<file path="src/hdl/lfp_pkg.sv">
// Shared types, constants and helper functions for the line-follow PID controller.
// Used by every module of the block; depends on nothing else.
package lfp_pkg;

   localparam int SENSOR_WIDTH = 8;
   localparam int SPEED_WIDTH = 16;
   localparam int STATUS_WIDTH = 3;
   localparam int TURN_WIDTH = 16;
   localparam int GAIN_WIDTH = 24;
   localparam int LIMIT_WIDTH = 8;
   localparam int ERR_WIDTH = 12;
   localparam int DERIV_WIDTH = 13;
   localparam int FRAC_BITS = 16;
   localparam int SUM_WIDTH = 64;

   // The integral is clamped to +/- 2^38 before the gain multiply.
   localparam int IVAL_CLAMP_SHIFT = 38;
   localparam int IVAL_WIDTH = 40;
   localparam int IVAL_LO_WIDTH = 20;
   localparam int IVAL_HI_WIDTH = IVAL_WIDTH - IVAL_LO_WIDTH;

   localparam int INTEGRAL_WIDTH_DEFAULT = 32;
   localparam int QUEUE_DEPTH_DEFAULT = 4;

   localparam int CSR_INDEX_WIDTH = 2;
   localparam logic [CSR_INDEX_WIDTH-1:0] CSR_KP_GAIN = 2'd0;
   localparam logic [CSR_INDEX_WIDTH-1:0] CSR_KI_GAIN = 2'd1;
   localparam logic [CSR_INDEX_WIDTH-1:0] CSR_KD_GAIN = 2'd2;
   localparam logic [CSR_INDEX_WIDTH-1:0] CSR_LOST_LIMIT = 2'd3;

   localparam logic [GAIN_WIDTH-1:0] KP_GAIN_RESET = 24'd262144;
   localparam logic [GAIN_WIDTH-1:0] KI_GAIN_RESET = 24'd13;
   localparam logic [GAIN_WIDTH-1:0] KD_GAIN_RESET = 24'd98304;
   localparam logic [LIMIT_WIDTH-1:0] LOST_LIMIT_RESET = 8'd100;

   localparam logic [STATUS_WIDTH-1:0] ST_FOLLOW = 3'd0;
   localparam logic [STATUS_WIDTH-1:0] ST_ALL = 3'd1;
   localparam logic [STATUS_WIDTH-1:0] ST_LEFT = 3'd2;
   localparam logic [STATUS_WIDTH-1:0] ST_RIGHT = 3'd3;
   localparam logic [STATUS_WIDTH-1:0] ST_LOST = 3'd4;

   localparam logic signed [ERR_WIDTH-1:0] LINE_WEIGHT [SENSOR_WIDTH] = '{
      12'sd1200, 12'sd420, 12'sd240, 12'sd60,
      -12'sd60, -12'sd240, -12'sd420, -12'sd1200
   };

   localparam logic signed [TURN_WIDTH-1:0] TURN_MAX = 16'sh7fff;
   localparam logic signed [TURN_WIDTH-1:0] TURN_MIN = 16'sh8000;

   // One classified item as it waits between the front and back ends.
   typedef struct packed {
      logic [STATUS_WIDTH-1:0] status;
      logic signed [ERR_WIDTH-1:0] err;
      logic signed [DERIV_WIDTH-1:0] deriv;
      logic [SPEED_WIDTH-1:0] speed;
   } lfp_entry_type;

   function automatic logic [2:0] count_nibble(input logic [3:0] bits);
      logic [2:0] n;
      n = 3'd0;
      for (int i = 0; i < 4; i++) begin
         n = n + {2'b00, bits[i]};
      end
      return n;
   endfunction

   function automatic logic signed [ERR_WIDTH-1:0] line_error(
      input logic [SENSOR_WIDTH-1:0] pat);
      logic signed [ERR_WIDTH-1:0] acc;
      acc = '0;
      for (int i = 0; i < SENSOR_WIDTH; i++) begin
         if (pat[i]) begin
            acc = acc + LINE_WEIGHT[i];
         end
      end
      return acc;
   endfunction

endpackage

</file>
<file path="src/hdl/lfp_queue.sv">
// Short flip-flop queue between the front and back ends.
// Depends on lfp_pkg for its default depth.
module lfp_queue
   import lfp_pkg::*;
#(
   parameter int DATA_WIDTH = 8,
   parameter int DEPTH = QUEUE_DEPTH_DEFAULT
) (
   input  logic clock,
   input  logic reset,
   input  logic push,
   input  logic [DATA_WIDTH-1:0] push_data,
   output logic full,
   input  logic pop,
   output logic head_valid,
   output logic [DATA_WIDTH-1:0] head_data
);

   localparam int PTR_WIDTH = (DEPTH > 1) ? $clog2(DEPTH) : 1;
   localparam int COUNT_WIDTH = $clog2(DEPTH + 1);
   localparam logic [PTR_WIDTH-1:0] LAST_PTR = PTR_WIDTH'(DEPTH - 1);

   logic [DATA_WIDTH-1:0] slot_ff [DEPTH];
   logic [PTR_WIDTH-1:0] wr_ptr_ff, wr_ptr_in;
   logic [PTR_WIDTH-1:0] rd_ptr_ff, rd_ptr_in;
   logic [COUNT_WIDTH-1:0] count_ff, count_in;

   assign full = (count_ff == COUNT_WIDTH'(DEPTH));
   assign head_valid = (count_ff != '0);
   assign head_data = slot_ff[rd_ptr_ff];

   always_comb begin
      wr_ptr_in = wr_ptr_ff;
      rd_ptr_in = rd_ptr_ff;
      count_in = count_ff;
      if (push) begin
         wr_ptr_in = (wr_ptr_ff == LAST_PTR) ? '0 : wr_ptr_ff + 1'b1;
      end
      if (pop) begin
         rd_ptr_in = (rd_ptr_ff == LAST_PTR) ? '0 : rd_ptr_ff + 1'b1;
      end
      if (push && !pop) begin
         count_in = count_ff + 1'b1;
      end else if (pop && !push) begin
         count_in = count_ff - 1'b1;
      end
   end

   always_ff @(posedge clock) begin
      if (push) begin
         slot_ff[wr_ptr_ff] <= push_data;
      end
   end

   always_ff @(posedge clock) begin
      if (reset) begin
         wr_ptr_ff <= '0;
         rd_ptr_ff <= '0;
         count_ff <= '0;
      end else begin
         wr_ptr_ff <= wr_ptr_in;
         rd_ptr_ff <= rd_ptr_in;
         count_ff <= count_in;
      end
   end

endmodule

</file>
<file path="config.mk">
export PLATFORM = sky130hd
export DESIGN_NAME = lfp_queue
export DESIGN_NICKNAME = d
export VERILOG_FILES = /design/src/hdl/lfp_pkg.sv /design/src/hdl/lfp_queue.sv
export SDC_FILE = /design/constraint.sdc
export NUM_CORES = 1
export LEC_CHECK = 0
export BUFFER_PORTS_ARGS = -buffer_cell sky130_fd_sc_hd__buf_4
export CORE_MARGIN = 2
export CORE_UTILIZATION = 58
export CTS_CLUSTER_DIAMETER = 60
export CTS_CLUSTER_SIZE = 14
export DETAILED_ROUTE_END_ITERATION = 8
export GPL_ROUTABILITY_DRIVEN = 0
export PLACE_DENSITY = 0.77
export SYNTH_ARGS = -nofsm -noshare
export SYNTH_HDL_FRONTEND = slang
export SYNTH_SLANG_ARGS = --single-unit
</file>
<file path="constraint.sdc">
create_clock -name clock -period 3.85 [get_ports clock]
set_clock_uncertainty 0.05 [all_clocks]
set_input_delay 0.385 -clock clock [delete_from_list [all_inputs] [get_ports clock]]
set_output_delay 0.385 -clock clock [all_outputs]
set_load 0.005 [all_outputs]
</file>
[After elaboration in Yosys (flattened, before gate mapping)]
Memories as Yosys holds them, arrays and structs flattened. A register that Yosys moved wholly into a read port is not among the register bits.
Index checks and enable logic that the tools add are counted.
Cells by class
  mux-type cells: 8
  equal/unequal tests: 3
  reductions and logical operators: 6
  $add $sub $neg: 4
Operators with widths (count)
  $mux 2: 4
  $mux 3: 2
  $add 2x1->2 const B: 2
  $eq 2x2->1 const B: 2
  $add 3x1->3 const B: 1
  $eq 3x3->1 const B: 1
  $reduce_bool 3->1: 1
  $sub 3x1->3 const B: 1
  $logic_and 1x1->1: 2
  $logic_not 1->1: 2
  $mux 1: 2
  $reduce_bool 2->1: 1
Storage, ports and cells
  memories: 1
  word-level logic and storage cells: 25
  input bits: 12
  output and inout port bits: 10
  flip-flop bits (word level): 7
  bits in writable memories: 32
Memories
  slot_ff: depth 4, width 8, read ports 1, clocked after Yosys merged registers in 1, write ports 1, RTL line lfp_queue.sv:23  | logic [DATA_WIDTH-1:0] slot_ff [DEPTH];

[Longest topological paths before layout]
Gate-level depths: netlist of the first run.
  depth after elaboration: 4
  mapped depth: 7
  depth with buffers taken out: 7

[Worst setup path after synthesis of the first run]
OpenSTA, ideal clock, no wires.
  path kind: input port to flip-flop
  start: in pop
  end: reg count_ff[2]
  setup slack: 2.153 ns
  stages on the path: 7
  setup time: 0.070 ns
  buffers on the path: 0
  arrival: 1.577 ns
  data required time: 3.730 ns
  cell sequence: inv_1 > ha_1 > inv_1 > fa_1 > xor2_1 > or3_1 > a21oi_1
Between the ends
  word-level cells in the longest chain between the ends: 3
  elaborated cells on any way between the ends: 5
  those cells by class: mux (1); reduce/logical (4)
RTL lines
  from (decl): RTL line lfp_queue.sv:14  | input logic pop,
  $logic_not 1->1: RTL line lfp_queue.sv:42  | if (push && !pop) begin
  $logic_and 1x1->1: RTL line lfp_queue.sv:42
  $mux 3 or $reduce_bool 2->1 (tied branches)
  to (signal assigned): RTL line lfp_queue.sv:63  | count_ff <= count_in;
  to (decl): RTL line lfp_queue.sv:26  | logic [COUNT_WIDTH-1:0] count_ff, count_in;
Several ways; a longest one is shown, not always the timed one.
A chain may end at the register's enable or synchronous reset.

==> results.md, run 1 <==
* Avg Inst Size Synth at 18.6 um^2
* FF-to-FF setup slack at 2.30 ns
* Inserted Diodes at 0
* Number of DRC markers in iteration 0 at 25
* WP data required at 3.41 ns
* Vias per std cell at 5.43
* Finished Cell Area at 1870 um^2
* Area contributors post-synth: edfxtp_1 (60%), dfxtp_1 (11%), mux4_2 (11%), ha_1 (4.7%), mux2i_1 (2.5%)
* Final setup viols at 0
* Number of flops mapped to enable cells by yosys at 32
* Share of cells above drive strength 1 at approximately 33%
* Worst Hold Class: input pin to register
* H-tree Lvls at 2
* Postcts setup bufs at 0
* R2R depth at 4
* Latest clock arrival within the worst-skew pair at 0.33 ns
* Placement Cell Area at 1780 um^2
* Fmax at 461 MHz
* CP max stage cell: dfxtp_1
* Crit path time final at 2.17 ns
* Overall routing resource usage at 17.1%
* Leakage at 0.000705 uW
* Initial cell density of the core at between 50% and 60%
* Drt wl/cell at 16.4 um
* Crit-path cells: mux4_2 > buf_4
* Post-Syn Area at 1600 um^2
* Post-synth ARST share at 0%
* Global-route wire length before repair at about 3900 um
* Worst Path Max Fanout at 8
* Top-count cell post-synth: edfxtp_1
* Fin Setup TNS at 0 ns
* CTS buffer count at 5
* Nets at ~130
* Post-CTS Hold Buffers at 0
* Die Y at 56.5 um
* Post-cts resize count at 0
* Layout area overhead at 17.1%
* Hold depth at 1
* RSZ-0062 raised after global routing: false
* VDD IR-drop max at 314 uV
* Initial antenna violation count at 0
* Worst hold endpoint: slot_ff[0][6]$_DFFE_PP_
* Ys Warns at 0
* Worst R2R End: count_ff[2]$_SDFFE_PP0P_
* Die X at roughly 57 um
* Largest net degree at the start of global routing at 14
* Vias in the first global route at 830
* CTS tree: built
* CP Capture Type: output pin
* Max-slew headroom at 65.2%
* Vias at approximately 780
* CP Data Arrival Time at 1.74 ns
* DP Wirelength at 1670 um
* Final worst path period share at 56.4%
* ANT nets after route at 0
* Post-Syn Instances at 86
* Root buf cell: clkbuf_4
* Critical path class: register to output pin
* # rows at 19
* Drt pass-1 iters at 2
* Startpoint type of the worst setup path: register
* Top_reg_cell synth: edfxtp_1
* Slowest stage delay, CP at between 0.6 and 0.7 ns
* Core area at 2690 um^2
* CTS sink count at 41
* Pwr/cell area at 484 nW/um^2
* Final count of hold timing violations at 0
* Final slew viol count at 0
* Mapped Nets at 105
* Commonest cells in the netlist: edfxtp_1 (32), dfxtp_1 (9), mux4_2 (8), nor2_1 (7), ha_1 (6)
* Routed wire length at 2370 um
* Post-synth cell types at 16
* Reg2reg start: count_ff[0]$_SDFFE_PP0P_
* Max cap viols at 0
* Tot Pwr at approximately 910 uW
* Fillers at 173
* Number of synthesized register bits at 41
* Sequential area share after synthesis at 71.4%
* I/O Pins at 22
* Post-route DRC at 0
* Hold path startpoint: push_data[6]
* Clock Pin Slew Worst Setup and Hold Paths at ~0.11 ns
* Die footprint at 3190 um^2
* Total congestion overflow at 0
* PortBufs at 21
* Status: finished clean
* Actual slew at the worst max-slew pin at about 0.52 ns
* Share of the synthesized area in the top cell type at 60.1%
* Largest area contributor in the netlist: edfxtp_1
* Clk buf depth at 2
-- critical path: cells and delay by family, from the launching register on --
family	cells	cell delay, ns
buffers and inverters	1	0.15
multiplexers	1	0.58
flip-flops	1	0.67
-- stage by stage --
stage               std cells  hold slack (ns)  util (%)  worst slack [ns]
floorplan                  86            0.404         -              2.15
global placement          136            0.430      66.2              2.00
detailed placement        136            0.447      66.2              1.90
CTS                       144            0.168      69.7              1.61
global route              144            0.161      69.7              1.53
finish                    144            0.186      69.7              1.68
-- final cells by class --
cell class              instances  area (um^2)  share of cell area (%)
multi-input cells              39          427                    22.8
well taps                      31         38.8                    2.07
repair buffers                 21          158                    8.42
clock buffers                   7         87.6                    4.68
flip-flops and latches         41         1140                    61.0
clock inverters                 1         5.00                   0.267
inverters                       4         15.0                   0.802
-- power by group --
group	switching (uW)	leakage (uW)	internal [uW]
Clock	132	0.0000516	149
Combinational	42.5	0.000285	60.6
Sequential	18.9	0.000368	503
-- kinds of logic after synthesis --
family / Yosys count / synth area share (%)
mux: 12 / 13.8
simple gates: 15 / 4.93
flops: 41 / 71.4
xor+xnor: 2 / 1.10
compound gates: 3 / 0.939
fa+ha+maj: 7 / 5.95
buf+inv: 6 / 1.96
-- layout by cell type (no fill, tap or decap) --
cell	count
a21oi_1	2
and2_1	4
buf_4	21
clkbuf_16	2
clkbuf_4	5
clkinv_2	1
dfxtp_1	9
edfxtp_1	32
fa_1	1
ha_1	6
inv_1	4
mux2i_1	4
mux4_2	8
nor2_1	7
nor3b_1	2
o21ai_0	1
or3_1	2
xor2_1	2
-- worst max path at each step --
| stage | from | depth (start not counted) | endpoint |
|---|---|---|---|
| finish | register | 2 | head_data[4] |
| global route | register | 2 | head_data[6] |
| CTS | register | 2 | head_data[4] |
| detailed placement | pop | 8 | count_ff[2]$_SDFFE_PP0P_ |
| global placement | pop | 8 | count_ff[2]$_SDFFE_PP0P_ |
| floorplan | pop | 7 | count_ff[2]$_SDFFE_PP0P_ |
-- registers in the layout, summed over array words and instances, names as in the netlist, named ones only --
name	count
slot_ff	32
count_ff	3
rd_ptr_ff	2
wr_ptr_ff	2
-- per-layer routing --
metal / track usage [%] / routed length [um] / vias to the layer above / share of wire (%)
met5: 0 / 0 / - / 0
met1: 19.5 / 972 / 375 / 41
met3: 5.53 / 114 / 6 / 4.8
li1: - / - / 382 / -
met2: 28.4 / 1230 / 19 / 52
met4: 9.18 / 53 / 0 / 2.2
No activity file was read; power rests on OpenSTA's default activity.
==> inputs of run 2 (changes only) <==
--- a/config.mk
+++ b/config.mk
@@ -5,14 +5,15 @@
 export SDC_FILE = /design/constraint.sdc
 export NUM_CORES = 1
 export LEC_CHECK = 0
+export ABC_AREA = 1
 export BUFFER_PORTS_ARGS = -buffer_cell sky130_fd_sc_hd__buf_4
 export CORE_MARGIN = 2
-export CORE_UTILIZATION = 58
+export CORE_UTILIZATION = 55
 export CTS_CLUSTER_DIAMETER = 60
 export CTS_CLUSTER_SIZE = 14
 export DETAILED_ROUTE_END_ITERATION = 8
 export GPL_ROUTABILITY_DRIVEN = 0
-export PLACE_DENSITY = 0.77
+export PLACE_DENSITY = 0.74
 export SYNTH_ARGS = -nofsm -noshare
 export SYNTH_HDL_FRONTEND = slang
 export SYNTH_SLANG_ARGS = --single-unit
==> constraint.sdc (replaced) <==
create_clock -name clock -period 2.1 [get_ports clock]
set_clock_uncertainty 0.05 [all_clocks]
set_input_delay 0.21 -clock clock [delete_from_list [all_inputs] [get_ports clock]]
set_output_delay 0.21 -clock clock [all_outputs]
set_load 0.005 [all_outputs]
==> run 2 against run 1 <==
  * The flow now finishes with violations (design-rule violations)
  * Setup slack worse by 1.4 ns
  * Final cell count increased by 38%
  * Flip-flop and latch count unchanged
  * Register-to-register slack worse by 1.5 ns
  * Synthesized area up 3.4%
  * Clock power rose by 29%
  * Wire length grew 17%
  * Highest routed layer unchanged
  * Non-clock buffer count rose by 5
  * Largest cell class unchanged
  * Sequential power is 82% higher
  * Combinational power is 110% higher
==> results.md, run 2 <==
* Status: finished, violations left
* Violated checks: design-rule violations
* Post-route DRC at 1
* Max reg flops at 32
* Clock Pin Slew Worst Setup and Hold Paths at 0.11 ns
* Total congestion overflow at 0
* Area contributors post-synth: edfxtp_1 (58%), dfxtp_1 (11%), nor2_1 (5.2%), ha_1 (4.5%), o21ai_0 (4.5%)
* Number of flops mapped to enable cells by yosys at 32
* Core area at 2810 um^2
* Largest Register: slot_ff
* Tot Pwr at ~1500 uW
* Routed wire length at 2780 um
* WP data required at 1.84 ns
* Leakage at 0.000786 uW
* Top_reg_cell synth: edfxtp_1
* Number of synthesized register bits at 41
* Commonest cells in the netlist: edfxtp_1 (32), nor2_1 (23), inv_1 (15), o21ai_0 (15)
* Fmax at 541 MHz
* Root buf cell: clkbuf_4
* Share of the synthesized area in the top cell type at 58.1%
* DP Wirelength at approximately 1900 um
* Nets at 186
* Share of cells above drive strength 1 at 20.2%
* Top-count cell post-synth: edfxtp_1
* Max cap viols at 0
* Clk buf depth at 2
* Max-slew headroom at between 70% and 80%
* CP Capture Type: output pin
* Initial antenna violation count at 0
* I/O Pins at 22
* Actual slew at the worst max-slew pin at approximately 0.39 ns
* Final worst path period share at 88.0%
* Avg Inst Size Synth at 12.2 um^2
* # rows at 19
* PortBufs at 21
* Worst Hold Class: input pin to register
* Crit path time final at 1.85 ns
* Postcts setup bufs at 0
* CP Data Arrival Time at 1.59 ns
* VDD IR-drop max at between 400 and 500 uV
* Global-route wire length before repair at 4400 um
* Post-Syn Area at 1650 um^2
* CTS buffer count at 5
* Latest clock arrival within the worst-skew pair at 0.33 ns
* Most frequent cells in the layout: edfxtp_1 (32), nor2_1 (23), buf_4 (22)
* Vias per std cell at 5.32
* Post-synth cell types at 19
* Fin Setup TNS at 0 ns
* Inserted Diodes at 0
* Layout area overhead at 16.5%
* H-tree Lvls at 2
* Biggest registers after layout: slot_ff x32, count_ff x3
* CTS sink count at 41
* Number of DRC markers in iteration 0 at 38
* Vias at 1059
* Most common cell after layout, fill and taps aside: edfxtp_1
* Drt pass-1 iters at 6
* Hold depth at 1
* Die footprint at between 3000 and 4000 um^2
* Ys Warns at 0
* Sequential area share after synthesis at 69.0%
* Initial cell density of the core at 59.0%
* Final slew viol count at 0
* Startpoint type of the worst setup path: register
* RSZ-0062 raised after global routing: false
* ANT nets after route at 0
* R2R depth at 4
* Post-synth ARST share at 0%
* Vias in the first global route at 1002
* Post-Syn Instances at 136
* Mapped Nets at approximately 160
* Largest area contributor in the netlist: edfxtp_1
* CTS tree: built
* Largest net degree at the start of global routing at 17
* Worst Path Max Fanout at 16
* Pwr/cell area at 792 nW/um^2
* Overall routing resource usage at 18.1%
* Critical path class: register to output pin
* Final count of hold timing violations at 0
* Drt wl/cell at 14.0 um
* Die Y at about 59 um
* Die X at 58.8 um
* Final setup viols at 0
* Fillers at 209
* Final core occ at 68.7%
-- run 2: metal layers --
layer	GRT usage (%)	part of all wire, %	up-vias
li1	-	-	537
met4	6.82	0.94	0
met2	29.5	50	26
met1	22.5	44	494
met5	0	0	-
met3	5.93	4.6	2
-- run 2: where the power goes --
group	switching, uW	total (uW)	internal (uW)
Combinational	113	217	104
Sequential	29.1	949	920
Clock	234	362	128
Total	376	1530	1150
-- run 2: layout make-up --
| class | count | area [um^2] | share of cell area [%] |
|---|---|---|---|
| Inverter | 16 | 60.1 | 3.12 |
| Clock inverter | 2 | 10.0 | 0.519 |
| Tap cell | 31 | 38.8 | 2.01 |
| Sequential cell | 41 | 1140 | 59.2 |
| Clock buffer | 6 | 41.3 | 2.14 |
| Timing Repair Buffer | 26 | 205 | 10.6 |
| Multi-Input combinational cell | 77 | 430 | 22.3 |
-- run 2: stage by stage --
step                instance area (um^2)  instances  setup WS [ns]  hold WS (ns)
finish                              1930        199          0.252        0.0220
global route                        1930        199          0.110       0.00110
CTS                                 1900        196          0.225       0.00709
detailed placement                  1840        187          0.562         0.358
global placement                    1840        187          0.625         0.359
floorplan                           1650        136          0.789         0.232
-- run 2: repair_timing --
action,in CTS,in global routing
resized for setup,0,0
hold buffers,1,3
setup endpoints to repair,0,0
endpoints found under the hold margin,2,12
-- run 2: path summary, 6_finish.rpt --
check,from,endpoint,slack (ns)
worst max-delay path,register,head_data[3],0.25
worst min-delay path,push_data[7],slot_ff[0][7]$_DFFE_PP_,0.02
worst max register to register,wr_ptr_ff[0]$_SDFFE_PP0P_,slot_ff[0][5]$_DFFE_PP_,0.77
worst min register to register,wr_ptr_ff[1]$_SDFFE_PP0P_,wr_ptr_ff[1]$_SDFFE_PP0P_,0.50
-- run 2: worst max-delay path, stage by stage, from the launching register on --
cell and delay [ns]:
dfxtp_1 0.55, inv_2 0.22, o21ai_0 0.23, o22ai_1 0.11, buf_4 0.15
-- run 2: kinds of logic after synthesis --
group | after synthesis | share of synthesized area [%]
adder cells (fa/ha/maj) | 7 | 5.75
buffers and inverters | 18 | 4.99
AND/OR/NAND/NOR | 39 | 9.61
XOR/XNOR | 1 | 0.530
AO/OA/AOI/OAI | 30 | 10.1
flip-flops | 41 | 69.0
==> inputs of run 3 (changes only) <==
--- a/config.mk
+++ b/config.mk
@@ -13,7 +13,8 @@
 export CTS_CLUSTER_SIZE = 14
 export DETAILED_ROUTE_END_ITERATION = 8
 export GPL_ROUTABILITY_DRIVEN = 0
-export PLACE_DENSITY = 0.74
+export MAX_ROUTING_LAYER = met4
+export PLACE_DENSITY = 0.89
 export SYNTH_ARGS = -nofsm -noshare
 export SYNTH_HDL_FRONTEND = slang
 export SYNTH_SLANG_ARGS = --single-unit
==> run 3 against run 2 <==
  * The flow still finishes with violations (design-rule violations)
  * Cell area rose by 3.6%
  * Global-route usage rose by 1.6 points
  * Critical path depth did not move
  * Hold slack improved by 0.11 ns
  * Clock power rose by 22%
  * Wire length rose by 8.1%
==> results.md, run 3 (synthesis results as in run 2) <==
* Status: finished, violations left
* Violated checks: design-rule violations
* DP Wirelength at between 1500 and 2000 um
* CP Capture Type: output pin
* Die X at slightly below 60 um
* Clk buf depth at 2
* Worst Hold Class: input pin to register
* Clock Pin Slew Worst Setup and Hold Paths at 0.11 ns
* Largest delay share family, worst path: flip-flops
* Startpoint type of the worst setup path: register
* VDD IR-drop max at 625 uV
* Fillers at between 200 and 250
* Most common cell after layout, fill and taps aside: edfxtp_1
* Die Y at 58.8 um
* Largest Register: slot_ff
* Multi-input gate area at 430 um^2
* RSZ-0062 raised after global routing: false
* Post-route DRC at 3
* Global-route wire length before repair at roughly 4700 um
* Latest clock arrival within the worst-skew pair at 0.33 ns
* Fin Setup TNS at 0 ns
* Drt wl/cell at roughly 15 um
* Number of DRC markers in iteration 0 at 55
* Postcts setup bufs at 0
* Crit-path cells: buf_4 > o21ai_0 > o22ai_1 > buf_4
* Worst Path Max Fanout at 10
* Vias per std cell at 5.36
* I/O Pins at 22
* Actual slew at the worst max-slew pin at 0.360 ns
* PortBufs at 21
* Initial cell density of the core at 59.0%
* Post-cts resize count at 0
* Vias at 1093
* Root buf cell: clkbuf_4
* CTS buffer count at 5
* CP Data Arrival Time at 1.52 ns
* CP max stage cell: dfxtp_1
* Bufs and invs on worst path at 2
* Critical path class: register to output pin
* Most frequent cells in the layout: edfxtp_1 (32), nor2_1 (23), buf_4 (22)
* Biggest registers after layout: slot_ff x32, count_ff x3
* Inserted Diodes at 0
* Flip-flop and latch area at roughly 1100 um^2
* Pwr/cell area at between 800 and 900 nW/um^2
* Nets at 191
* Share of cells above drive strength 1 at 19.7%
* Max reg flops at 32
* WP data required at about 1.8 ns
* Finished Cell Area at 2000 um^2
* Final worst path period share at 84.6%
* CTS sink count at just over 40
* Overall routing resource usage at 19.7%
* Max-slew headroom at 76.0%
* CTS tree: built
* ANT nets after route at 0
* Final count of hold timing violations at 0
* Drt pass-1 iters at 6
* Slowest stage delay, CP at approximately 0.5 ns
* Final setup viols at 0
* Placement Cell Area at 1840 um^2
* Leakage at 0.000815 uW
* Crit path time final at 1.78 ns
* H-tree Lvls at 2
* Die footprint at 3460 um^2
* Total congestion overflow at 0
* Max cap viols at 0
* Final slew viol count at 0
* Routed wire length at 3010 um
* # rows at 19
* Core area at 2810 um^2
* Crit-path most repeated cell: buf_4
* Fmax at 563 MHz
* Largest net degree at the start of global routing at 17
* Layout area overhead at 20.7%
* Initial antenna violation count at 0
* Vias in the first global route at roughly 1100
-- run 3: changes by cell type in the layout (fill, tap and decap cells not counted), sizes merged --
cell and change:
dlygate4sd3 +5, clkbuf +1, clkinv -1
-- run 3: worst register-to-register path: stages, from the launching register on --
cell	delay (ns)
dfxtp_1	0.38
fa_1	0.46
inv_1	0.07
nand2_1	0.06
nand3_1	0.08
nand2_1	0.07
inv_1	0.05
nor2_1	0.03
-- run 3: routing by layer --
metal	global-route usage [%]	wire length [um]
met1	19.6	1230
met2	35.6	1580
met3	6.81	149
met4	6.82	42
met5	-	0
-- run 3: path summary, 6_finish.rpt --
check | from | cells past startpoint | slack, ns | to
setup / recovery | register | 4 | 0.32 | head_data[2]
hold / removal | pop | 3 | 0.13 | register
setup reg to reg | count_ff[0]$_SDFFE_PP0P_ | 7 | 0.76 | count_ff[2]$_SDFFE_PP0P_
hold reg to reg | wr_ptr_ff[1]$_SDFFE_PP0P_ | 2 | 0.49 | wr_ptr_ff[1]$_SDFFE_PP0P_
-- run 3: layout make-up --
class	count	share of cell area [%]
inverters	16	3.01
clock buffers	7	3.32
well taps	31	1.94
flip-flops and latches	41	57.1
repair buffers	31	12.8
clock inverters	1	0.251
multi-input cells	77	21.6
-- run 3: timing repair --
action	CTS	global route
hold endpoints to repair	6	26
hold buffers	2	7
endpoints found under the setup margin	0	0
-- run 3: stage by stage --
stage / util, % / hold WS (ns) / instances / setup WS, ns / total power (uW)
finish: 71.2 / 0.130 / 204 / 0.322 / 1620
global route: 71.2 / 0.120 / 204 / 0.207 / 1700
CTS: 68.7 / 0.00236 / 197 / 0.342 / 1620
detailed placement: 65.4 / 0.358 / 187 / 0.527 / 1180
global placement: 65.4 / 0.350 / 187 / 0.639 / 1160
floorplan: - / 0.232 / 136 / 0.789 / 1080
-- run 3: power by group --
group          switching [uW]  internal, uW
Combinational             119           110
Sequential               28.7           920
Clock                     241           202
Total                     389          1230
