$ cat src/hdl/lfp_pkg.sv
// Shared types, constants and helper functions for the line-follow PID controller.
// Used by every module of the block; depends on nothing else.
package lfp_pkg;

   localparam int SENSOR_WIDTH = 8;
   localparam int SPEED_WIDTH = 16;
   localparam int STATUS_WIDTH = 3;
   localparam int TURN_WIDTH = 16;
   localparam int GAIN_WIDTH = 24;
   localparam int LIMIT_WIDTH = 8;
   localparam int ERR_WIDTH = 12;
   localparam int DERIV_WIDTH = 13;
   localparam int FRAC_BITS = 16;
   localparam int SUM_WIDTH = 64;

   // The integral is clamped to +/- 2^38 before the gain multiply.
   localparam int IVAL_CLAMP_SHIFT = 38;
   localparam int IVAL_WIDTH = 40;
   localparam int IVAL_LO_WIDTH = 20;
   localparam int IVAL_HI_WIDTH = IVAL_WIDTH - IVAL_LO_WIDTH;

   localparam int INTEGRAL_WIDTH_DEFAULT = 32;
   localparam int QUEUE_DEPTH_DEFAULT = 4;

   localparam int CSR_INDEX_WIDTH = 2;
   localparam logic [CSR_INDEX_WIDTH-1:0] CSR_KP_GAIN = 2'd0;
   localparam logic [CSR_INDEX_WIDTH-1:0] CSR_KI_GAIN = 2'd1;
   localparam logic [CSR_INDEX_WIDTH-1:0] CSR_KD_GAIN = 2'd2;
   localparam logic [CSR_INDEX_WIDTH-1:0] CSR_LOST_LIMIT = 2'd3;

   localparam logic [GAIN_WIDTH-1:0] KP_GAIN_RESET = 24'd262144;
   localparam logic [GAIN_WIDTH-1:0] KI_GAIN_RESET = 24'd13;
   localparam logic [GAIN_WIDTH-1:0] KD_GAIN_RESET = 24'd98304;
   localparam logic [LIMIT_WIDTH-1:0] LOST_LIMIT_RESET = 8'd100;

   localparam logic [STATUS_WIDTH-1:0] ST_FOLLOW = 3'd0;
   localparam logic [STATUS_WIDTH-1:0] ST_ALL = 3'd1;
   localparam logic [STATUS_WIDTH-1:0] ST_LEFT = 3'd2;
   localparam logic [STATUS_WIDTH-1:0] ST_RIGHT = 3'd3;
   localparam logic [STATUS_WIDTH-1:0] ST_LOST = 3'd4;

   localparam logic signed [ERR_WIDTH-1:0] LINE_WEIGHT [SENSOR_WIDTH] = '{
      12'sd1200, 12'sd420, 12'sd240, 12'sd60,
      -12'sd60, -12'sd240, -12'sd420, -12'sd1200
   };

   localparam logic signed [TURN_WIDTH-1:0] TURN_MAX = 16'sh7fff;
   localparam logic signed [TURN_WIDTH-1:0] TURN_MIN = 16'sh8000;

   // One classified item as it waits between the front and back ends.
   typedef struct packed {
      logic [STATUS_WIDTH-1:0] status;
      logic signed [ERR_WIDTH-1:0] err;
      logic signed [DERIV_WIDTH-1:0] deriv;
      logic [SPEED_WIDTH-1:0] speed;
   } lfp_entry_type;

   function automatic logic [2:0] count_nibble(input logic [3:0] bits);
      logic [2:0] n;
      n = 3'd0;
      for (int i = 0; i < 4; i++) begin
         n = n + {2'b00, bits[i]};
      end
      return n;
   endfunction

   function automatic logic signed [ERR_WIDTH-1:0] line_error(
      input logic [SENSOR_WIDTH-1:0] pat);
      logic signed [ERR_WIDTH-1:0] acc;
      acc = '0;
      for (int i = 0; i < SENSOR_WIDTH; i++) begin
         if (pat[i]) begin
            acc = acc + LINE_WEIGHT[i];
         end
      end
      return acc;
   endfunction

endpackage

$ cat src/hdl/lfp_front.sv
// Front end: accepts sensor items, classifies them and updates the PID state.
// Depends on lfp_pkg; feeds lfp_queue.
module lfp_front
   import lfp_pkg::*;
#(
   parameter int INTEGRAL_WIDTH = INTEGRAL_WIDTH_DEFAULT
) (
   input  logic clock,
   input  logic reset,
   input  logic req_valid,
   output logic req_ready,
   input  logic [SENSOR_WIDTH-1:0] req_sensor_pattern,
   input  logic [SPEED_WIDTH-1:0] req_forward_speed,
   input  logic [LIMIT_WIDTH-1:0] lost_limit,
   input  logic queue_full,
   output logic push,
   output lfp_entry_type push_entry,
   output logic signed [INTEGRAL_WIDTH-1:0] push_integral
);

   localparam int ISUM_WIDTH = INTEGRAL_WIDTH + 1;
   localparam logic signed [INTEGRAL_WIDTH-1:0] IMAX = {1'b0, {(INTEGRAL_WIDTH-1){1'b1}}};
   localparam logic signed [INTEGRAL_WIDTH-1:0] IMIN = {1'b1, {(INTEGRAL_WIDTH-1){1'b0}}};

   logic [LIMIT_WIDTH-1:0] lost_count_ff, lost_count_in;
   logic signed [INTEGRAL_WIDTH-1:0] integral_ff, integral_in;
   logic signed [ERR_WIDTH-1:0] prev_error_ff, prev_error_in;

   logic blank;
   logic lost_hit;
   logic [LIMIT_WIDTH-1:0] lost_inc;
   logic [2:0] left_count, right_count;
   logic [STATUS_WIDTH-1:0] status;
   logic follow;
   logic signed [ERR_WIDTH-1:0] err;
   logic signed [DERIV_WIDTH-1:0] deriv;
   logic signed [ISUM_WIDTH-1:0] isum;
   logic signed [INTEGRAL_WIDTH-1:0] integral_sat;

   assign req_ready = !queue_full;
   assign push = req_valid && req_ready;

   always_comb begin
      blank = (req_sensor_pattern == '0);
      lost_inc = lost_count_ff + 8'd1;
      lost_hit = blank && (lost_inc > lost_limit);
      left_count = count_nibble(req_sensor_pattern[7:4]);
      right_count = count_nibble(req_sensor_pattern[3:0]);

      priority if (lost_hit) begin
         status = ST_LOST;
      end else if (left_count > 3'd2 && right_count > 3'd2) begin
         status = ST_ALL;
      end else if (left_count > 3'd2 && right_count < 3'd2) begin
         status = ST_LEFT;
      end else if (left_count < 3'd2 && right_count > 3'd2) begin
         status = ST_RIGHT;
      end else begin
         status = ST_FOLLOW;
      end
      follow = (status == ST_FOLLOW);

      err = blank ? prev_error_ff : line_error(req_sensor_pattern);
      deriv = DERIV_WIDTH'(prev_error_ff) - DERIV_WIDTH'(err);

      isum = ISUM_WIDTH'(integral_ff) + ISUM_WIDTH'(err);
      if (isum[INTEGRAL_WIDTH] != isum[INTEGRAL_WIDTH-1]) begin
         integral_sat = isum[INTEGRAL_WIDTH] ? IMIN : IMAX;
      end else begin
         integral_sat = isum[INTEGRAL_WIDTH-1:0];
      end

      lost_count_in = lost_count_ff;
      integral_in = integral_ff;
      prev_error_in = prev_error_ff;
      if (push) begin
         lost_count_in = (blank && !lost_hit) ? lost_inc : '0;
         if (follow) begin
            integral_in = integral_sat;
            prev_error_in = err;
         end
      end

      // Items that are not followed carry zeros so the back end yields zero.
      push_entry.status = status;
      push_entry.err = follow ? err : '0;
      push_entry.deriv = follow ? deriv : '0;
      push_entry.speed = follow ? req_forward_speed : '0;
      push_integral = follow ? integral_sat : '0;
   end

   always_ff @(posedge clock) begin
      if (reset) begin
         lost_count_ff <= '0;
         integral_ff <= '0;
         prev_error_ff <= '0;
      end else begin
         lost_count_ff <= lost_count_in;
         integral_ff <= integral_in;
         prev_error_ff <= prev_error_in;
      end
   end

`ifndef SYNTH
   a_seen_clears_lost: assert property (@(posedge clock) disable iff (reset)
      push && !blank |=> lost_count_ff == '0)
      else $error("lost counter not cleared by a nonblank item");

   a_blank_counts: assert property (@(posedge clock) disable iff (reset)
      push && blank && !lost_hit |=> lost_count_ff == $past(lost_count_ff) + 8'd1)
      else $error("lost counter did not advance on a blank item");

   a_corner_keeps_state: assert property (@(posedge clock) disable iff (reset)
      push && !follow |=> $stable(integral_ff) && $stable(prev_error_ff))
      else $error("PID state changed on an item that is not followed");
`endif

endmodule

$ cat config.mk
export PLATFORM = sky130hd
export DESIGN_NAME = lfp_front
export DESIGN_NICKNAME = d
export VERILOG_FILES = /design/src/hdl/lfp_pkg.sv /design/src/hdl/lfp_front.sv
export SDC_FILE = /design/constraint.sdc
export NUM_CORES = 1
export LEC_CHECK = 0
export BUFFER_PORTS_ARGS = -buffer_cell sky130_fd_sc_hd__buf_2
export CAP_MARGIN = 0
export CORE_MARGIN = 8
export CORE_UTILIZATION = 36
export CTS_CLUSTER_DIAMETER = 120
export DETAILED_ROUTE_END_ITERATION = 10
export REMOVE_ABC_BUFFERS = 1
export SLEW_MARGIN = 25
export SYNTH_ARGS = -nofsm -noshare
export SYNTH_HDL_FRONTEND = slang
export SYNTH_SLANG_ARGS = --single-unit
$ cat constraint.sdc
create_clock -name clock -period 10.9 [get_ports clock]
set_clock_uncertainty 0.15 [all_clocks]
set_input_delay 0.545 -clock clock [delete_from_list [all_inputs] [get_ports clock]]
set_output_delay 0.545 -clock clock [all_outputs]
set_load 0.02 [all_outputs]
; Word level (Yosys, flattened, before mapping)
; Index checks and enable logic that the tools add are counted.
[word_totals]
register_bits = 52
output_inout_bits = 78
word_cells = 56
[op_classes]
add_sub_neg = 16
order_cmp = 5
eq_ne = 1
n_mux = 20
reduce_logical = 11
[ops]
columns = op, n
row1 = 12-bit two-way mux, 9
row2 = 32-bit two-way mux, 3
row3 = 32-bit by 12-bit adder with 33-bit output, 1
row4 = "12-bit by 10-bit adder with 12-bit output, second input constant", 2
row5 = "12-bit by 7-bit adder with 12-bit output, second input constant", 2
row6 = "12-bit by 9-bit adder with 12-bit output, second input constant", 2
row7 = 16-bit two-way mux, 1
row8 = 13-bit two-way mux, 1
row9 = 12-bit by 12-bit subtractor with 13-bit output, 1
row10 = "12-bit adder, second input constant", 1
row11 = 11-bit two-way mux, 1
row12 = "8-bit by 1-bit adder with 8-bit output, second input constant", 1
row13 = 8-bit greater-than comparator, 1
row14 = 8-bit logical NOT, 1
row15 = 8-bit two-way mux, 1
row16 = 2-bit by 1-bit adder with 3-bit output, 2
row17 = 3-bit by 1-bit adder with 3-bit output, 2
row18 = "3-bit by 2-bit greater-than comparator with 1-bit output, second input constant", 2
row19 = 1-bit logical AND, 6
row20 = "3-bit by 2-bit < comparator with 1-bit output, second input constant", 2
row21 = 2-bit two-way mux, 3
row22 = 1-bit by 1-bit adder with 2-bit output, 2
row23 = 3-bit logical NOT, 1
row24 = 3-bit two-way mux, 1
row25 = other kinds (3), 4

; Depth between registers and ports, before layout
; Gate-level depths: netlist (run 1).
[depth]
depth_word = 20
mapped_depth = 33
mapped_depth_nobuf = 31

; Worst setup path before layout (run 1)
; Ideal clock, no wire load.
[synth_timing]
path_kind = input-to-output
startpoint = input req_sensor_pattern[1]
endpoint = output push_integral[0]
arrival_ps = 7457
required_ps = 10205
path_slack_ps = 2748
stages = 30
path_buffers = 2
path_cell_list = inv_1 > ha_1 > buf_6 > nor4b_1 > a221oi_2 > xnor2_2 > inv_2 > ha_1 > nor2_1 > a2111oi_2 > a2111oi_1 > a211oi_2 > o31ai_4 > xor2_1 > nor3_1 > a21oi_2 > xnor2_2 > a21oi_1 > ha_1 > a21o_1 > a21o_1 > a21o_1 > a21o_1 > a221oi_1 > a21o_1 > o21ai_0 > mux2_2 > clkbuf_1 > o21ai_0 > nor2_1
[synth_via]
elab_chain_cells = 18
elab_cells_between_ends = 34
[synth_lines]
columns = item, line
row1 = from (decl), lfp_front.sv:12  ; input logic [SENSOR_WIDTH-1:0] req_sensor_pattern,
row2 = 12-bit two-way mux, lfp_pkg.sv:72  ; if (pat[i]) begin
row3 = 12-bit by 9-bit adder with 12-bit output, lfp_pkg.sv:73  ; acc = acc + LINE_WEIGHT[i];
row4 = 12-bit two-way mux, lfp_pkg.sv:72
row5 = 12-bit by 7-bit adder with 12-bit output, lfp_pkg.sv:73
row6 = 12-bit two-way mux, lfp_pkg.sv:72
row7 = 12-bit by 7-bit adder with 12-bit output, lfp_pkg.sv:73
row8 = 12-bit two-way mux, lfp_pkg.sv:72
row9 = 12-bit by 9-bit adder with 12-bit output, lfp_pkg.sv:73
row10 = [... 3 more ...], -
row11 = 12-bit adder, lfp_pkg.sv:73
row12 = 12-bit two-way mux, lfp_pkg.sv:72
row13 = 12-bit two-way mux *, lfp_front.sv:63  ; err = blank ? prev_error_ff : line_error(req_sensor_pattern);
row14 = net err[11], lfp_front.sv:35  ; logic signed [ERR_WIDTH-1:0] err;
row15 = 32-bit by 12-bit adder with 33-bit output *, lfp_front.sv:66  ; isum = ISUM_WIDTH'(integral_ff) + ISUM_WIDTH'(err);
row16 = 32-bit two-way mux / 1-bit inequality test (equally long branches), "lfp_front.sv:68, lfp_front.sv:67"
row17 = 32-bit two-way mux *, lfp_front.sv:67  ; if (isum[INTEGRAL_WIDTH] != isum[INTEGRAL_WIDTH-1]) begin
row18 = 32-bit two-way mux *, lfp_front.sv:89  ; push_integral = follow ? integral_sat : '0;
row19 = to (decl), lfp_front.sv:18  ; output logic signed [INTEGRAL_WIDTH-1:0] push_integral
; The timed path passes the listed nets; every way through them passes the cells marked *.

; Worst setup path after layout (run 1)
; Ends and elaborated chain as after synthesis.

==> run metrics, run 1 <==
setup slack after layout=around 2100 ps; hpwl dp=between 10000 and 15000 um; number of global-route vias before repair=between 5000 and 6000; WS Path Type=input pin to primary output; share of synthesized registers carrying an async set or reset=0%; clock share of power=8.7%; CP endpoint kind=primary output; cell area power density=approximately 260 nW/um^2; RSZ-0062 raised after global routing=no; Core Region=approximately 18000 um^2; vias per inst=approximately 5.2; FP Rows=~50; CTS sink cnt=52; Design Area, Final=7320 um^2; CP peak stage delay=roughly 480 ps; clk_lat worst skew=300 ps; worst-case clock buffer depth=2; Congestion Overflow GR=0; H-tree levels=2; switching share of power=55.6%; Net Sw Power=roughly 1.1 mW; Hold Path Stages=2; EDFF count, synth=0; adder-cell share of the synthesized area=15.5%; drt pass-1 iters=5; Post-CTS Setup Bufs=0; startpoint types=input pin; fin crit share=approximately four fifths; DRC Markers=0; Global Route Usage Sum=about 15%; Syn Area/Cell=approximately 7.3 um^2; final hold violation count=0; Die Ht=about 150 um; RR Startpoint=prev_error_ff[2]; routed vias=about 6200; wire per inst=14.2 um; Reg power frac=roughly an eighth; Initial Util=36.3%; post-synthesis mux area share=under 10%; Die Span X=approximately 150 um; ys flop type=dfxtp_1; Area contributors post-synth=dfxtp_1, ha_1, nor2_1; total wire length=17000 um; largest family of logic cells by synthesized area=compound AO/OA/AOI/OAI gates; arrival time worst endpoint=roughly 8100 ps; pins over their slew limit=0; Final Power=roughly 1.9 mW; drt initial violations=approximately 300; crit-path max FO=22; slowest cell on the critical path=a22o_1; # Max-Cap Violations=0; setup TNS=0 ps; Yosys warnings=0; Post-Synth XOR/XNOR Area=under 10%; Layout area overhead=13.6%; CTS buffer count=5; Max Clock Freq=approximately 110 MHz; Hold Path Class=flop to flop; Seq/Total Area, Yosys=between 15 and 20%; I/O Buffers=approximately 110; Synth Area in Compound Gates=28.3%; share of cells above drive strength 1=~16%; Combinational Power Share=about four fifths; fin nets=between 1000 and 1500; Routed Antenna Nets=0; HP Start=prev_error_ff[8]; Pint=~0.85 mW; Placed Area=about 7000 um^2; first-pass GRT wire length=28400 um; status=completed; Req. time, crit path=slightly above 10000 ps; Post-Syn Instances=between 800 and 900; Tmin final=8820 ps; Lkg Pwr=roughly 3.5 nW; Critical Path Start=req_sensor_pattern[1]; share of the synthesized area in the top cell type=approximately 16%; Clock transition at path regs=approximately 70 ps; ant diodes=0; largest net degree at the start of global routing=around 70; flops & latches, synth=52; CTS hold repair buffers=0; reg-to-reg slack, setup=between 6000 and 7000 ps; CTS tree=yes; CTS resizes=0; Ports=about 110; Max IR drop VDD=0.169 mV; Final setup violation count=0; die area=roughly 22000 um^2; Reg2Reg Depth=16; CTS root buffer=clkbuf_16; number of fill cells=1864; slew at the pin closest to its max-slew limit=around 950 ps; antenna violations before repair=0; Synth area leader=dfxtp_1; Synth Area in Simple Gates=a little under a quarter; GPL Wtd Cong=just under 0.9; Mapped Area=roughly 6400 um^2; Cell variety after synth=between 80 and 90; Post-Place Worst Slack=between 2000 and 2500 ps; Slew HR=36.0%
state kept, by name (all words and copies together), names as in the netlist:
signal,cells
integral_ff,32
prev_error_ff,12
lost_count_ff,8
metal layers:
layer	vias to the layer above	track usage (%)	share of wire [%]
met5	-	0	0
met4	0	3.80	1.5
met3	14	1.66	2.8
met2	86	26.4	48
met1	2844	19.3	48
li1	3290	-	-
cells in the mapped netlist (6+ instances only):
cell type  number
clkbuf_1       33
nand2b_1       15
a21o_1         32
ha_1           72
a211o_1         6
dfxtp_1        52
mux2i_1         7
nor3_1         17
nor2_1        148
o21ai_0        36
a211oi_1       37
nand3_1        12
nor2b_1        15
inv_1          55
a31oi_1         6
xor2_1         21
a21oi_1        74
and2_1         21
nand2_1        48
o21bai_1        6
o21a_1          9
a22oi_1         8
xnor2_1        39
nand4_1         6
cell families after synthesis:
logic type               after synthesis
AND/OR/NAND/NOR                      312
AO/OA/AOI/OAI                        266
buffers and inverters                 98
adder cells (fa/ha/maj)               77
XOR/XNOR                              66
flip-flops                            52
multiplexers                           9
other                                  1
power by group through the flow:
stage	logic, mW	clock network [mW]	registers, mW
global route	1.69	0.179	0.227
floorplan	1.12	0	0.225
global placement	1.54	0	0.229
CTS	1.54	0.172	0.224
finish	1.53	0.168	0.225
detailed placement	1.54	0	0.229
cell usage in the layout, fill, tap and decap left out, types with 8 or more instances in the layout:
master / instances
buf_2: 112
ha_1: 72
nor2b_1: 15
dfxtp_1: 52
nand2b_1: 15
inv_1: 55
o21a_1: 9
nor3_1: 17
a21oi_1: 74
xor2_1: 21
a211oi_1: 37
and2_1: 21
o21ai_0: 36
nor2_1: 147
a21o_1: 31
nand2_1: 48
xnor2_1: 39
nand3_1: 12
a22oi_1: 8
worst max-delay path, delay by kind of cell:
| kind | cells | cell delay, ps |
|---|---|---|
| AND/OR/NAND/NOR | 5 | 1020 |
| XOR/XNOR | 3 | 750 |
| AO/OA/AOI/OAI | 16 | 3430 |
| adder cells (fa/ha/maj) | 3 | 1040 |
| buffers and inverters | 6 | 1280 |
worst paths after layout:
check                                   endpoint
worst max-delay path            push_integral[0]
worst min-delay path            prev_error_ff[8]
worst max register to register    integral_ff[0]
worst min register to register  prev_error_ff[8]
through the flow:
| stage | util (%) | cells | hold slack [ps] |
|---|---|---|---|
| 2_1_floorplan | - | 841 | 298 |
| 3_5_place_dp | 40.3 | 1187 | 328 |
| 3_3_place_gp | 40.3 | 1187 | 322 |
| 4_1_cts | 41.1 | 1195 | 338 |
| 6_report | 41.2 | 1195 | 336 |
| 5_1_grt | 41.2 | 1195 | 363 |
area by class of cell:
| class | count | area, um^2 | area share, % |
|---|---|---|---|
| Multi-Input combinational cell | 731 | 5030 | 68.7 |
| Clock buffer | 6 | 139 | 1.90 |
| Timing Repair Buffer | 117 | 598 | 8.17 |
| Tap cell | 229 | 287 | 3.91 |
| Inverter | 58 | 218 | 2.97 |
| Clock inverter | 2 | 10.0 | 0.137 |
| Sequential cell | 52 | 1040 | 14.2 |
Note: power is estimated with default switching activity, not from simulation.
==> inputs of run 2 (changes only) <==
--- a/config.mk
+++ b/config.mk
@@ -5,6 +5,7 @@
 export SDC_FILE = /design/constraint.sdc
 export NUM_CORES = 1
 export LEC_CHECK = 0
+export ABC_AREA = 1
 export BUFFER_PORTS_ARGS = -buffer_cell sky130_fd_sc_hd__buf_2
 export CAP_MARGIN = 0
 export CORE_MARGIN = 8
==> constraint.sdc (replaced) <==
create_clock -name clock -period 8.45 [get_ports clock]
set_clock_uncertainty 0.15 [all_clocks]
set_input_delay 0.4225 -clock clock [delete_from_list [all_inputs] [get_ports clock]]
set_output_delay 0.4225 -clock clock [all_outputs]
set_load 0.02 [all_outputs]
==> run metrics, run 2 <==
antenna violations before repair=0 (unchanged); Layout area overhead=12.8%; number of fill cells=1953 (+4.8%); CP endpoint kind=primary output; number of flip-flops in the largest register=32 (unchanged); Core Region=18100 um^2 (+1.7%); EDFF count, synth=0 (unchanged); Net Sw Power=1.05 mW (-1.3%); CTS resizes=0 (unchanged); drt pass-1 iters=6 (+1); Tmin final=~7500 ps; CTS root buffer=clkbuf_16; share of the synthesized area in the top cell type=15.6% (-0.53 points); Area contributors post-synth=dfxtp_1, ha_1, nand2_1; Max Clock Freq=between 100 and 150 MHz; Yosys warnings=0 (unchanged); first-pass GRT wire length=30800 um (+8.5%); slowest cell on the critical path=inv_1; clock share of power=11.8% (+3.1 points); routed vias=6722 (+7.8%); clk_lat worst skew=310 ps (about the same); Max IR drop VDD=0.0978 mV (-42%); setup slack after layout=986 ps (-1100 ps); setup TNS=0 ps (unchanged); Post-CTS Setup Bufs=0 (unchanged); Congestion Overflow GR=0 (unchanged); top cells by instance count after synthesis=nand2_1, inv_1, a21oi_1, nand3_1, nor2_1; Cell variety after synth=48 (-43%); total wire length=17900 um (+5.3%); largest net degree at the start of global routing=77 (+6.9%); die area=23100 um^2 (+3.0%); RSZ-0062 raised after global routing=no; CTS tree=yes; H-tree levels=2 (unchanged); number of global-route vias before repair=6484 (+10%); arrival time worst endpoint=6890 ps (-1230 ps); cell area power density=247 nW/um^2 (-5.7%); Final setup violation count=0 (unchanged); ant diodes=0 (unchanged); worst-case clock buffer depth=2 (unchanged); largest registers=integral_ff (32), prev_error_ff (12), lost_count_ff (8); ys flop type=dfxtp_1; share of cells above drive strength 1=18.1% (+2.0 points); Global Route Usage Sum=15.4% (+0.29 points); crit-path max FO=22 (unchanged); CTS hold repair buffers=0 (unchanged); Ports=114 (unchanged); Die Ht=152 um (+1.5%); Req. time, crit path=7880 ps (-2330 ps); share of synthesized registers carrying an async set or reset=0% (unchanged); Die Span X=152 um (+1.5%); slew at the pin closest to its max-slew limit=803 ps (-149 ps); commonest cells after routing, fill and taps aside=nand2_1, inv_1, buf_2, a21oi_1, nand3_1; Hold Path Class=input pin to flop; startpoint types=input pin; CP most frequent cell=nand2_1; status=completed; Post-Place Worst Slack=1080 ps (-1030 ps); Slew HR=46.5% (+11 points); pins over their slew limit=0 (unchanged); top-count cell post-synth=nand2_1; Synth area leader=dfxtp_1; DRC Markers=0 (unchanged); I/O Buffers=113 (unchanged); Syn Area/Cell=6.40 um^2 (-13%); CP peak stage delay=570 ps (+90 ps); fin nets=1243 (+15%); WS Path Type=input pin to primary output; Pint=0.806 mW (-5.6%); Lkg Pwr=4.13 nW (+17%); Reg with most FFs=integral_ff; Routed Antenna Nets=0 (unchanged); hpwl dp=14200 um (+8.2%); Combinational Power Share=73.1% (-6.5 points); vias per inst=4.94 (-5.3%); switching share of power=56.7% (+1.1 points); final hold violation count=0 (unchanged); Final Power=1.86 mW (-3.2%); fin crit share=between 80% and 90%; commonest non-fill, non-tap cell in the layout=nand2_1; Clock transition at path regs=80 ps (about the same); Reg power frac=15.1% (+3.4 points); CTS buffer count=5 (unchanged); CTS sink cnt=52 (unchanged); Mapped Area=6670 um^2 (+3.4%); FP Rows=49 (unchanged); Seq/Total Area, Yosys=15.6% (-0.53 points); Post-Syn Instances=1041 (+18%); Initial Util=36.9% (+0.59 points); wire per inst=13.1 um (-7.5%); drt initial violations=364 (+21%); GPL Wtd Cong=0.898 (+3.5%); # Max-Cap Violations=0 (unchanged); flops & latches, synth=52 (unchanged)
==> run 2: changes by cell type in the layout (fill, tap and decap cells not counted), moves of 26 or more <==
cell	delta
nand2_1	+163
a211oi_1	-36
nand3_1	+66
o211ai_1	+26
inv_1	+107
a21o_1	-29
nor2_1	-74
==> run 2: stage by stage <==
step                      hold WS (ps)  utilization, %  cells  area [um^2]
after floorplan                    296               -   1004         6460
after global placement             321            40.8   1352         7370
after detailed placement           325            40.8   1352         7370
after CTS                          293            41.6   1360         7520
after global routing               302            41.6   1360         7520
final                              301            41.6   1360         7520
==> run 2: layer usage <==
metal  track usage (%)  up-vias  wire length, um
met5                 0        -                0
met4              3.28        0              172
met3              3.18       12              907
met2              24.5      133             7520
met1              20.9     2984             9270
li1                  -     3593                -
==> run 2: power groups by stage <==
stage / Clock (mW) / Sequential [mW] / Combinational, mW
6_report: 0.219 / 0.281 / 1.36
5_1_grt: 0.230 / 0.283 / 1.53
4_1_cts: 0.223 / 0.281 / 1.37
3_5_place_dp: 0 / 0.286 / 1.36
3_3_place_gp: 0 / 0.286 / 1.36
2_1_floorplan: 0 / 0.282 / 0.997
==> run 2: cells by family after synthesis <==
| logic type | count (synthesis) | synth area share (%) |
|---|---|---|
| AO/OA/AOI/OAI | 220 | 20.2 |
| XOR/XNOR | 46 | 6.38 |
| adder cells (fa/ha/maj) | 77 | 15.0 |
| buffers and inverters | 209 | 12.7 |
| flip-flops | 52 | 15.6 |
| other | 1 | 0.0563 |
| AND/OR/NAND/NOR | 436 | 30.0 |
==> run 2: worst paths after layout <==
check,start,end,slack [ps],cells past startpoint
max,req_sensor_pattern[0],push_integral[9],990,38
min,reset,lost_count_ff[1],300,2
max reg2reg,lost_count_ff[0],prev_error_ff[11],3840,22
min reg2reg,prev_error_ff[4],prev_error_ff[4],340,2
==> run 2: critical path, delay by kind of cell <==
family | cells | cell delay (ps)
adder cells (fa/ha/maj) | 3 | 1180
XOR/XNOR | 2 | 420
AO/OA/AOI/OAI | 5 | 860
buffers and inverters | 6 | 1410
AND/OR/NAND/NOR | 22 | 2540
==> run 2: area by class of cell <==
| class | count | area, um^2 | area share [%] |
|---|---|---|---|
| inverter | 172 | 646 | 8.58 |
| clock inverter | 3 | 23.8 | 0.316 |
| multi-input combinational | 780 | 4790 | 63.7 |
| clock buffer | 5 | 125 | 1.66 |
| tap | 229 | 287 | 3.81 |
| timing repair buffer | 119 | 611 | 8.12 |
| sequential | 52 | 1040 | 13.8 |
==> inputs of run 3 (changes only) <==
--- a/config.mk
+++ b/config.mk
@@ -8,10 +8,13 @@
 export ABC_AREA = 1
 export BUFFER_PORTS_ARGS = -buffer_cell sky130_fd_sc_hd__buf_2
 export CAP_MARGIN = 0
+export CELL_PAD_IN_SITES_DETAIL_PLACEMENT = 1
+export CELL_PAD_IN_SITES_GLOBAL_PLACEMENT = 1
 export CORE_MARGIN = 8
 export CORE_UTILIZATION = 36
 export CTS_CLUSTER_DIAMETER = 120
 export DETAILED_ROUTE_END_ITERATION = 10
+export PLACE_DENSITY_LB_ADDON = 0.1
 export REMOVE_ABC_BUFFERS = 1
 export SLEW_MARGIN = 25
 export SYNTH_ARGS = -nofsm -noshare
==> constraint.sdc (replaced) <==
create_clock -name clock -period 6.95 [get_ports clock]
set_clock_uncertainty 0.15 [all_clocks]
set_input_delay 0.3475 -clock clock [delete_from_list [all_inputs] [get_ports clock]]
set_output_delay 0.3475 -clock clock [all_outputs]
set_load 0.02 [all_outputs]
==> run metrics, run 3 (synthesis results as in run 2) <==
status=completed; routed vias=6950 (+3.4%); CTS hold repair buffers=0 (unchanged); CTS tree=yes; Worst Path Buf+Inv=9 (+3); drt pass-1 iters=4 (-2); largest registers=integral_ff (32), prev_error_ff (12), lost_count_ff (8); commonest cells after routing, fill and taps aside=nand2_1, inv_1, buf_2, nand3_1, nor2_1; Initial Util=36.9% (unchanged); vias per inst=5.06 (+2.4%); final hold violation count=0 (unchanged); crit-path max FO=28 (+27%); Slew HR=48.5% (+2.0 points); ant diodes=0 (unchanged); CP peak stage delay=470 ps (-100 ps); cell area power density=324 nW/um^2 (+31%); die area=23100 um^2 (unchanged); number of global-route vias before repair=6927 (+6.8%); drt initial violations=215 (-41%); Final setup violation count=0 (unchanged); WHS=228 ps (-73.0 ps); # Max-Cap Violations=0 (unchanged); number of fill cells=2415 (+24%); Post-Place Worst Slack=-49.5 ps (-1130 ps); Global Route Usage Sum=17.4% (+2.1 points); Req. time, crit path=6450 ps (-1430 ps); CP endpoint kind=primary output; Core Region=18100 um^2 (unchanged); Design Area, Final=8030 um^2 (+6.8%); Finished Core Util=44.4% (+2.8 points); FP Rows=49 (unchanged); CP most frequent cell=nand2_1; Placed Area=7470 um^2 (+1.3%); Die Ht=152 um (unchanged); total wire length=20800 um (+17%); wire per inst=15.2 um (+16%); CTS buffer count=5 (unchanged); commonest non-fill, non-tap cell in the layout=nand2_1; share of cells above drive strength 1=23.8% (+5.7 points); number of flip-flops in the largest register=32 (unchanged); fin nets=1256 (+1.0%); Clock transition at path regs=80 ps (about the same); CTS root buffer=clkbuf_16; pins over their slew limit=0 (unchanged); Top delay family on crit path=simple AND/OR/NAND/NOR gates; Max Clock Freq=roughly 150 MHz; DRC Markers=0 (unchanged); Layout area overhead=20.5%; startpoint types=input pin; Lkg Pwr=4.25 nW (+3.1%); setup TNS=0 ps (unchanged); antenna violations before repair=0 (unchanged); I/O Buffers=113 (unchanged); WS Path Type=input pin to primary output; Die Span X=152 um (unchanged); cell count after placement=1360 (+0.59%); Ports=114 (unchanged); arrival time worst endpoint=6100 ps (-790 ps); first-pass GRT wire length=34500 um (+12%); non-filler cells, final=1373 (+0.96%); Routed Antenna Nets=0 (unchanged); slew at the pin closest to its max-slew limit=771 ps (-31.7 ps); hpwl dp=16800 um (+18%); Final Power=2.60 mW (+40%); Multi-input gate area=5070 um^2 (+6.0%); Reg with most FFs=integral_ff; Tmin final=6590 ps; slowest cell on the critical path=fa_1; largest net degree at the start of global routing=46 (-40%); fin crit share=94.9%; worst-case clock buffer depth=2 (unchanged); GPL Wtd Cong=0.850 (-5.3%); clk_lat worst skew=300 ps (about the same); Max IR drop VDD=0.193 mV (+97%); H-tree levels=2 (unchanged); Congestion Overflow GR=0 (unchanged); setup slack after layout=355 ps (-631 ps); Hold Path Class=input pin to flop; CTS sink cnt=52 (unchanged); area occupied by registers=1040 um^2 (unchanged)
[run 3: cell types whose count changed in the layout (fill, tap and decap cells not counted), moves of 5 or more]
cell / change
a21oi_1: -19
buf_4: +20
ha_4: +5
ha_1: -11
a21oi_2: +18
nand2_1: -11
ha_2: +6
nand2_2: +10
buf_2: -15
buf_12: +5
[run 3: power by group]
part	leakage, nW	switching (mW)	total, mW	internal (mW)
clock network	0.0798	0.127	0.297	0.170
logic	3.75	1.27	1.96	0.687
registers	0.423	0.0200	0.344	0.324
[run 3: repair_timing]
item                       in CTS  in global routing
resized for setup               1                 81
pin swaps                       0                  8
setup buffers                   2                  3
hold endpoints to repair        0                  0
setup endpoints to repair      17                 31
[run 3: layout make-up]
cell class | count | share of cell area (%)
multi-input cells | 780 | 63.2
flip-flops and latches | 52 | 13.0
repair buffers | 132 | 10.1
inverters | 172 | 8.09
well taps | 229 | 3.57
clock buffers | 5 | 1.56
clock inverters | 3 | 0.530
[run 3: routing by layer]
metal	vias up	share of wire (%)	wire [um]	global-route usage (%)
li1	3611	-	-	-
met1	3218	54	11300	25.3
met2	113	42	8760	27.0
met3	8	3.3	685	2.69
met4	0	0.57	119	2.57
met5	-	0	0	0
[run 3: worst paths after layout]
path | startpoint | end | slack (ps) | cells past startpoint
hold / removal | reset | lost_count_ff[1] | 230 | 2
setup reg to reg | lost_count_ff[0] | prev_error_ff[11] | 2840 | 19
hold reg to reg | lost_count_ff[6] | lost_count_ff[6] | 340 | 2
setup / recovery | req_sensor_pattern[0] | push_integral[18] | 360 | 39
